File: src/uvs_pkg.sv
// ============================================================================
// uvs_pkg
// Shared types and constants of the UV sphere vertex generator.
// ============================================================================
package uvs_pkg;

    localparam int LAT_W    = 8;
    localparam int LON_W    = 9;
    localparam int SEG_W    = 8;
    localparam int RAD_W    = 16;
    localparam int POS_W    = 17;
    localparam int TEX_W    = 17;
    localparam int CORNER_W = 16;
    localparam int DIV_W    = 9;     // divisor 2S
    localparam int REM_W    = 10;    // partial remainder of the divider cells
    localparam int LANES    = 4;     // theta, phi, u, v quotients

    localparam int HORNER_STEPS = 6;
    localparam int HORNER_LAT   = 3;
    localparam int SINCOS_LAT   = 2 + HORNER_STEPS * HORNER_LAT + 1;

    localparam logic [31:0] Q30_ONE     = 32'h4000_0000;
    localparam logic [30:0] HALF_PI_Q30 = 31'd1686629713;

    // Taylor divisors, innermost term last
    localparam int SIN_DIV [HORNER_STEPS] = '{6, 20, 42, 72, 110, 156};
    localparam int COS_DIV [HORNER_STEPS] = '{2, 12, 30, 56, 90, 132};

    typedef enum logic [1:0] {
        REG_SEGMENTS = 2'd0,
        REG_RADIUS   = 2'd1,
        REG_MAPPING  = 2'd2
    } cfg_reg_t;

    typedef struct packed {
        logic [30:0] sin_mag;
        logic        sin_neg;
        logic [30:0] cos_mag;
        logic        cos_neg;
    } trig_t;

    typedef struct packed {
        logic                in_range;
        logic                quad_valid;
        logic [CORNER_W-1:0] corner_a;
        logic [CORNER_W-1:0] corner_b;
        logic [CORNER_W-1:0] corner_c;
        logic [CORNER_W-1:0] corner_d;
    } side_t;

    typedef struct packed {
        logic [TEX_W-1:0] tex_u;
        logic [TEX_W-1:0] tex_v;
    } tex_t;

    typedef struct packed {
        logic [POS_W-1:0]    pos_x;
        logic [POS_W-1:0]    pos_y;
        logic [POS_W-1:0]    pos_z;
        logic [TEX_W-1:0]    tex_u;
        logic [TEX_W-1:0]    tex_v;
        logic                tex_valid;
        logic [CORNER_W-1:0] corner_a;
        logic [CORNER_W-1:0] corner_b;
        logic [CORNER_W-1:0] corner_c;
        logic [CORNER_W-1:0] corner_d;
        logic                quad_valid;
        logic                in_range;
    } result_t;

endpackage

File: src/uvs_div_cell.sv
// ============================================================================
// uvs_div_cell
// One restoring division step for all lanes; a row of these forms the divider.
// ============================================================================
module uvs_div_cell #(
    parameter int QD = 18
) (
    input  logic                                              aclk,
    input  logic                                              en,
    input  logic [uvs_pkg::DIV_W-1:0]                         divisor,
    input  logic [uvs_pkg::LANES-1:0][uvs_pkg::REM_W-1:0]     rem_in,
    input  logic [uvs_pkg::LANES-1:0][QD-1:0]                 nq_in,
    output logic [uvs_pkg::LANES-1:0][uvs_pkg::REM_W-1:0]     rem_out,
    output logic [uvs_pkg::LANES-1:0][QD-1:0]                 nq_out
);

    logic [uvs_pkg::LANES-1:0][uvs_pkg::REM_W-1:0] rem_next;
    logic [uvs_pkg::LANES-1:0][QD-1:0]             nq_next;
    logic [uvs_pkg::LANES-1:0][uvs_pkg::REM_W-1:0] rem_reg;
    logic [uvs_pkg::LANES-1:0][QD-1:0]             nq_reg;

    // nq holds the numerator bits still to come (top) and quotient bits (bottom)
    always_comb begin
        logic [uvs_pkg::REM_W-1:0] trial;
        logic                      ge;
        for (int i = 0; i < uvs_pkg::LANES; i++) begin
            trial       = {rem_in[i][uvs_pkg::REM_W-2:0], nq_in[i][QD-1]};
            ge          = (trial >= uvs_pkg::REM_W'(divisor));
            rem_next[i] = ge ? (trial - uvs_pkg::REM_W'(divisor)) : trial;
            nq_next[i]  = {nq_in[i][QD-2:0], ge};
        end
    end

    always_ff @(posedge aclk) begin
        if (en) begin
            rem_reg <= rem_next;
            nq_reg  <= nq_next;
        end
    end

    assign rem_out = rem_reg;
    assign nq_out  = nq_reg;

endmodule

File: config.mk
export PLATFORM = sky130hd
export DESIGN_NAME = uvs_div_cell
export DESIGN_NICKNAME = d
export VERILOG_FILES = /design/src/uvs_pkg.sv /design/src/uvs_div_cell.sv
export SDC_FILE = /design/constraint.sdc
export NUM_CORES = 1
export LEC_CHECK = 0
export BUFFER_PORTS_ARGS = -buffer_cell sky130_fd_sc_hd__buf_2
export CAP_MARGIN = 40
export CORE_MARGIN = 5
export CORE_UTILIZATION = 52
export DETAILED_ROUTE_END_ITERATION = 10
export GPL_TIMING_DRIVEN = 0
export PLACE_DENSITY = 0.86
export SLEW_MARGIN = 15
export SYNTH_ARGS = -nofsm -noshare
export SYNTH_HDL_FRONTEND = slang
export SYNTH_SLANG_ARGS = --single-unit
File: constraint.sdc
create_clock -name aclk -period 6.15 [get_ports aclk]
set_clock_uncertainty 0.1 [all_clocks]
set_input_delay 0.3075 -clock aclk [delete_from_list [all_inputs] [get_ports aclk]]
set_output_delay 0.3075 -clock aclk [all_outputs]
set_load 0.03 [all_outputs]
# Word level (Yosys, flattened, before mapping)
# Cells that the tools add are included.
# totals
reg_bits	112
out_inout_bits	112
input_bits	123
wordCells	20
# classes
magnitude_cmp	4
muxes	4
add_sub_neg	4
# op_table
op	count
greater-or-equal comparator 10 x 9 -> 1 bit	4
two-way mux 10 bit	4
subtractor 10 x 9 -> 10 bit	4

# Longest topological paths before layout
# Gate-level depths: netlist of run 1.
# logic_depth
depth_word	2
depth_mapped	10
ltp_nobuf	9

# Worst setup path after synthesis of run 1
# OpenSTA, ideal clock, no wires.
# synth_timing
kind	input -> register
start	input port divisor[1] (netlist bit)
end	register rem_reg, in the netlist rem_out[12], data pin
path_buffers	1
setup_ps	260
arrival_time_ps	2430
stages	8
required_ps	5790
setup_slack_ps	3360
cell_sequence	inv_1 -> fa_1 -> a21o_1 -> a21o_1 -> a221o_1 -> a2111o_1 -> buf_6 -> mux2_4
# synth_lines
item	line_no	rtl
start: declaration	uvs_div_cell.sv:10	input logic [uvs_pkg::DIV_W-1:0] divisor,
end signal: assignment	uvs_div_cell.sv:36	rem_reg <= rem_next;
end: declaration	uvs_div_cell.sv:19	logic [uvs_pkg::LANES-1:0][uvs_pkg::REM_W-1:0] rem_reg;

==> results of run 1 <==
==> layer usage <==
metal  vias up  routed length [um]
met5         -                   0
met4         0                 383
met3        26                1382
met2       227                8292
met1      2127                6324
li1       2108                   -
==> critical path, stage by stage <==
cell	delay (ns)
buf_2	0.17
ha_1	0.19
inv_1	0.05
fa_1	0.41
a21o_1	0.18
a21o_1	0.18
a221o_1	0.29
a2111o_1	0.46
buf_6	0.18
mux2_4	0.30
==> final cells by class <==
type                    count  area (um2)  area share
clock inverters             7       88.84     0.01152
repair buffers            288        1755      0.2276
inverters                  20       75.07    0.009736
flip-flops and latches    112        3363      0.4362
plain buffers               6       40.04    0.005192
clock buffers               9       123.9     0.01606
well taps                 136       170.2     0.02207
diodes                      3       7.507   0.0009736
multi-input cells         250        2087      0.2706
==> through the flow <==
step                power (mW)  hold WS (ns)  utilization
floorplan                1.357        0.3064            -
CTS                      2.031     0.0005564       0.7371
global placement         1.522        0.3839       0.6641
finish                   2.027       0.03010       0.7436
detailed placement       1.542        0.3859       0.6674
global route             2.126     0.0005528       0.7436
==> Yosys cell counts (all sizes together), types with 3 or more instances <==
cell    number  share of area
a211oi      11          0.015
a21o        18          0.025
a21oi       25          0.022
a31oi        3         0.0034
and3        10          0.011
buf          4         0.0058
edfxtp     112           0.60
fa           4          0.014
ha          36          0.081
inv         20          0.013
mux2        28          0.066
mux2i        5         0.0090
nand2       17          0.011
nand3b       3         0.0040
nor2        15          0.010
o21ai       18          0.016
xnor2       15          0.024
xor2         9          0.014
==> registers in the layout (all words and copies together) (netlist names) <==
signal,cells
nq_out,72
rem_out,40
==> final timing paths <==
path	end	slack (ns)	cells after the start
worst max-delay path	rem_out[4]	3.45	10
worst min-delay path	nq_out[23]	0.03	1
==> placed cells by master (no fill, tap or decap), types with 17 or more instances in the layout <==
master	instances
ha_1	36
edfxtp_1	112
nand2_1	17
dlygate4sd3_1	57
o21ai_0	17
a21oi_1	25
a21o_1	17
buf_2	231
inv_1	20
==> kinds of logic after synthesis <==
logic type,share of synthesized area
AOI/OAI and AO/OA,0.1176
xor gates and xnor gates,0.03777
adders and majority gates,0.09532
buffers and inverters,0.02068
DFF,0.6043
muxes,0.07509
and+or+nand+nor,0.04924
==> where the power goes <==
part	leakage (nW)	internal (mW)	total, mW	switching, mW
Clock	0.109	0.198	0.465	0.267
Sequential	1.10	0.938	0.960	0.0217
Combinational	2.32	0.235	0.602	0.367
==> run summary, run 1 <==
status -> complete, no violations
Worst Slack Setup Final -> 3.448 ns
FFs w/ async S/R, synth -> 0
Root Driver -> clkbuf_8
vias in the first global route -> 4509
non-filler cells, final -> 831
Seq/Total Area, Yosys -> 0.6043
Ports -> 235
Worst setup SP type -> input pin
CP Data Arrival Time -> 2.73 ns
design area -> 7711 um2
Gate Count Post-Synth -> 388
Overflow after GRT -> 0
initial antenna violation count -> 3
syn avg cell area -> 14.34 um2
vias per cell -> 5.401
flops & latches, synth -> 112
Worst Path Max Fanout -> 10
DP Cell Count -> 755
Post-Route WL -> 16.38 mm
CTS tree -> done
Final #Nets -> 850
WL/cell -> 19.71 um
Syn-to-layout area delta -> 38.56%
Setup TNS -> 0 ns
hold path start -> nq_in[22]
final hold vios -> 0
largest net degree at the start of global routing -> 60
cts repair resizes -> 0
all-layer global routing usage -> 0.2483
Post-synth EDFFs -> 112
IR drop worst, VDD -> 0.0001374 V
GR met3 Demand/Resource -> 0.06631
Mapped Nets -> 551
Slew HR -> 0.5452
Worst setup EP type -> flop
required time worst endpoint -> 6.18 ns
first-pass GRT wire length -> 24.63 mm
core area -> 10370 um2
final antenna-violating net count -> 0
Main synth FF type -> edfxtp_1
fillers -> 678
PwrDens -> 262.9 nW/um2
H-tree depth -> 3
worst slack, placed -> 3.057 ns
Critical Path Start -> divisor[0]
max-slew violations -> 0
unrepaired setup endpoints after global routing -> no
clk buf depth -> 2
P_leak -> 3.521 nW
CTS Sinks -> 112
period utilization -> 0.4393
synth unique cells -> 45
Worst-path clk slew -> 0.11 ns
setup violators final -> 0
Crit Path Category -> input pin to flop
IO buf count -> 230
GR met1 Demand/Resource -> 0.2918
Ys Warns -> 0
hold buffer count at CTS -> 51
Top Usage Layer GRT -> met2
die height -> 113.5 um
number of DRC markers in iteration 0 -> 295
min cycle time layout -> 2.702 ns
worst min-delay path class -> input pin to flop
Die Area -> 12870 um2
row cnt -> 37
post-DP HPWL -> 11.66 mm
buffer count from post-CTS setup fixing -> 0
max_cap viols -> 0
drt drc -> 0
GR Util met2 -> 0.4356
clock buffer count from CTS -> 9
layout cells sized above 1 -> 0.4090
via count -> 4488
Synth Cell Area -> 5565 um2
worst slew pin tran -> 0.6777 ns
RePlAce Congestion -> 0.8750
1st-pass router iterations -> 5
starting density of the core -> 0.5367
Max Clk Rate -> 370.1 MHz
die span in x -> 113.5 um
Placement Cell Area -> 6920 um2
No activity file was read; power rests on OpenSTA's default activity.
==> run 2: changes to the inputs <==
--- a/config.mk
+++ b/config.mk
@@ -5,13 +5,14 @@
 export SDC_FILE = /design/constraint.sdc
 export NUM_CORES = 1
 export LEC_CHECK = 0
+export ABC_AREA = 1
 export BUFFER_PORTS_ARGS = -buffer_cell sky130_fd_sc_hd__buf_2
 export CAP_MARGIN = 40
 export CORE_MARGIN = 5
-export CORE_UTILIZATION = 52
+export CORE_UTILIZATION = 45
 export DETAILED_ROUTE_END_ITERATION = 10
 export GPL_TIMING_DRIVEN = 0
-export PLACE_DENSITY = 0.86
+export PLACE_DENSITY = 0.78
 export SLEW_MARGIN = 15
 export SYNTH_ARGS = -nofsm -noshare
 export SYNTH_HDL_FRONTEND = slang
==> constraint.sdc (replaced) <==
create_clock -name aclk -period 2.3 [get_ports aclk]
set_clock_uncertainty 0.1 [all_clocks]
set_input_delay 0.115 -clock aclk [delete_from_list [all_inputs] [get_ports aclk]]
set_output_delay 0.115 -clock aclk [all_outputs]
set_load 0.03 [all_outputs]
==> run 2 against run 1 <==
  * Cell count grew 40%
  * Wire length is 19% higher
  * Via count is 26% higher
  * Clock-buffer cell count unchanged
  * Sequential share of layout area fell by 5.0 points
  * Critical endpoint is now rem_out[26]
  * Largest power group unchanged
==> run summary, run 2 <==
1st-pass router iterations -> 4 (-1)
IR drop worst, VDD -> 0.0003332 V (+140%)
unrepaired setup endpoints after global routing -> no
H-tree depth -> 3 (unchanged)
starting density of the core -> 0.4569 (-0.07975)
most frequent cells after synthesis -> nand2_1 (241), edfxtp_1 (112), inv_1 (97), nand3_1 (54)
Post-Route WL -> 19.49 mm (+19%)
max_cap viols -> 0 (unchanged)
CTS tree -> done
vias in the first global route -> 5504 (+22%)
Die Area -> 15810 um2 (+23%)
Syn-to-layout area delta -> 44.57%
PwrDens -> 668.2 nW/um2 (+150%)
Final #Nets -> 1147 (+35%)
Worst Slack Setup Final -> 0.2186 ns (-3.230 ns)
Crit Path Category -> input pin to flop
commonest non-fill, non-tap cell in the layout -> nand2_1
Placement Cell Area -> 7432 um2 (+7.4%)
flops & latches, synth -> 112 (unchanged)
P_leak -> 4.377 nW (+24%)
fillers -> 1026 (+51%)
drt drc -> 0 (unchanged)
max-slew violations -> 0 (unchanged)
Synth Cell Area -> 6027 um2 (+8.3%)
layout cells sized above 1 -> 0.2710 (-0.1380)
post-synth top area cell -> edfxtp_1
status -> complete, no violations
Ys Warns -> 0 (unchanged)
required time worst endpoint -> 2.32 ns (-3.86 ns)
buffer count from post-CTS setup fixing -> 0 (unchanged)
RePlAce Congestion -> 0.9210 (+5.3%)
Root Driver -> clkbuf_16
via count -> 5634 (+26%)
first-pass GRT wire length -> 30.05 mm (+22%)
die span in x -> 125.7 um (+11%)
Post-synth EDFFs -> 112 (unchanged)
vias per cell -> 4.836 (-10%)
CP Data Arrival Time -> 2.10 ns (-0.63 ns)
row cnt -> 42 (+14%)
Worst-path clk slew -> 0.08 ns (-0.03 ns)
Worst setup SP type -> input pin
Mapped Nets -> 807 (+46%)
number of DRC markers in iteration 0 -> 388 (+32%)
most frequent cells in the layout -> nand2_1 (241), buf_2 (229), edfxtp_1 (112), dlygate4sd3_1 (98), inv_1 (97)
initial antenna violation count -> 0 (-3)
cts repair resizes -> 0 (unchanged)
setup violators final -> 0 (unchanged)
Gate Count Post-Synth -> 644 (+66%)
worst min-delay path class -> input pin to flop
Synth top area share -> 0.5580 (-0.04629)
clk buf depth -> 2 (unchanged)
final hold vios -> 0 (unchanged)
top post-synthesis cells by area -> edfxtp_1 (56%), nand2_1 (15%), ha_1 (7.5%)
WHS -> 0.02019 ns (-0.009917 ns)
design area -> 8713 um2 (+13%)
Ports -> 235 (unchanged)
syn avg cell area -> 9.359 um2 (-35%)
core area -> 13190 um2 (+27%)
worst slack, placed -> 0.05073 ns (-3.006 ns)
Worst Path Max Fanout -> 10 (unchanged)
period utilization -> 0.9050
largest net degree at the start of global routing -> 78 (+30%)
min cycle time layout -> 2.081 ns
clock buffer count from CTS -> 9 (unchanged)
Overflow after GRT -> 0 (unchanged)
Antenna Cells -> 0 (-3)
Worst setup EP type -> flop
die height -> 125.7 um (+11%)
all-layer global routing usage -> 0.2421 (-0.006196)
synth unique cells -> 24 (-47%)
Seq/Total Area, Yosys -> 0.5580 (-0.04629)
final antenna-violating net count -> 0 (unchanged)
hold buffer count at CTS -> 98 (+92%)
FFs w/ async S/R, synth -> 0 (unchanged)
Slew HR -> 0.5935 (+0.04828)
Max Clk Rate -> 480.4 MHz
post-DP HPWL -> 13.14 mm (+13%)
leading cell type by number of instances after synthesis -> nand2_1
max reg flops -> 72 (unchanged)
WL/cell -> 16.73 um (-15%)
Main synth FF type -> edfxtp_1
IO buf count -> 230 (unchanged)
hold path depth -> 3 (+2)
CTS Sinks -> 112 (unchanged)
worst slew pin tran -> 0.6091 ns (-0.06855 ns)
## run 2: kinds of logic (layout without fill, tap and decap cells)
kind of cell	Yosys count	count (layout)	share of synthesized area
AOI/OAI and AO/OA	23	23	0.02097
adders and majority gates	40	40	0.08802
and+or+nand+nor	358	358	0.2526
xor gates and xnor gates	9	9	0.01308
DFF	112	112	0.5580
buffers and inverters	102	447	0.06726
## run 2: metrics by stage
| stage | setup TNS [ns] | util | power, mW | std cells |
|---|---|---|---|---|
| after CTS | 0 | 0.6606 | 5.802 | 1165 |
| after global placement | -16.67 | 0.5609 | 4.081 | 1050 |
| after global routing | 0 | 0.6606 | 6.085 | 1165 |
| final | 0 | 0.6606 | 5.822 | 1165 |
| after floorplan | 0 | - | 3.600 | 644 |
| after detailed placement | 0 | 0.5635 | 4.112 | 1051 |
## run 2: layout make-up
type	count	area (um2)	area share
repair buffers	329	2166	0.2486
flip-flops and latches	112	3363	0.3860
multi-input cells	430	2258	0.2592
clock buffers	9	225.2	0.02585
clock inverters	7	75.07	0.008616
plain buffers	4	37.54	0.004308
inverters	98	367.9	0.04222
well taps	176	220.2	0.02527
## run 2: critical path: stages
cell and delay, ns:
dlygate4sd3_1 0.54, buf_2 0.15, fa_1 0.40, nand2_1 0.09, nand2_1 0.10, nand3_1 0.10
nand2_1 0.08, nand2_1 0.06, nand2_1 0.11, buf_4 0.20, nand3_1 0.09, nand2_1 0.06
## run 2: worst paths after layout
kind,from,to,slack [ns]
worst max-delay path,rem_in[20],rem_out[26],0.22
worst min-delay path,nq_in[17],rem_out[0],0.02
## run 2: layer usage
| metal | wire (um) | vias up | global-route usage | share of wire |
|---|---|---|---|---|
| met5 | 0 | - | 0 | 0 |
| met4 | 506 | 0 | 0.08391 | 0.026 |
| met3 | 1315 | 35 | 0.04996 | 0.067 |
| met2 | 9751 | 234 | 0.4308 | 0.50 |
| met1 | 7917 | 2591 | 0.2927 | 0.41 |
| li1 | - | 2774 | - | - |
## run 2: where the power goes
group	internal (mW)	total [mW]	switching (mW)
sequential	2.50	2.56	0.0564
combinational	0.580	1.67	1.09
clock	0.768	1.59	0.826
total	3.85	5.82	1.97
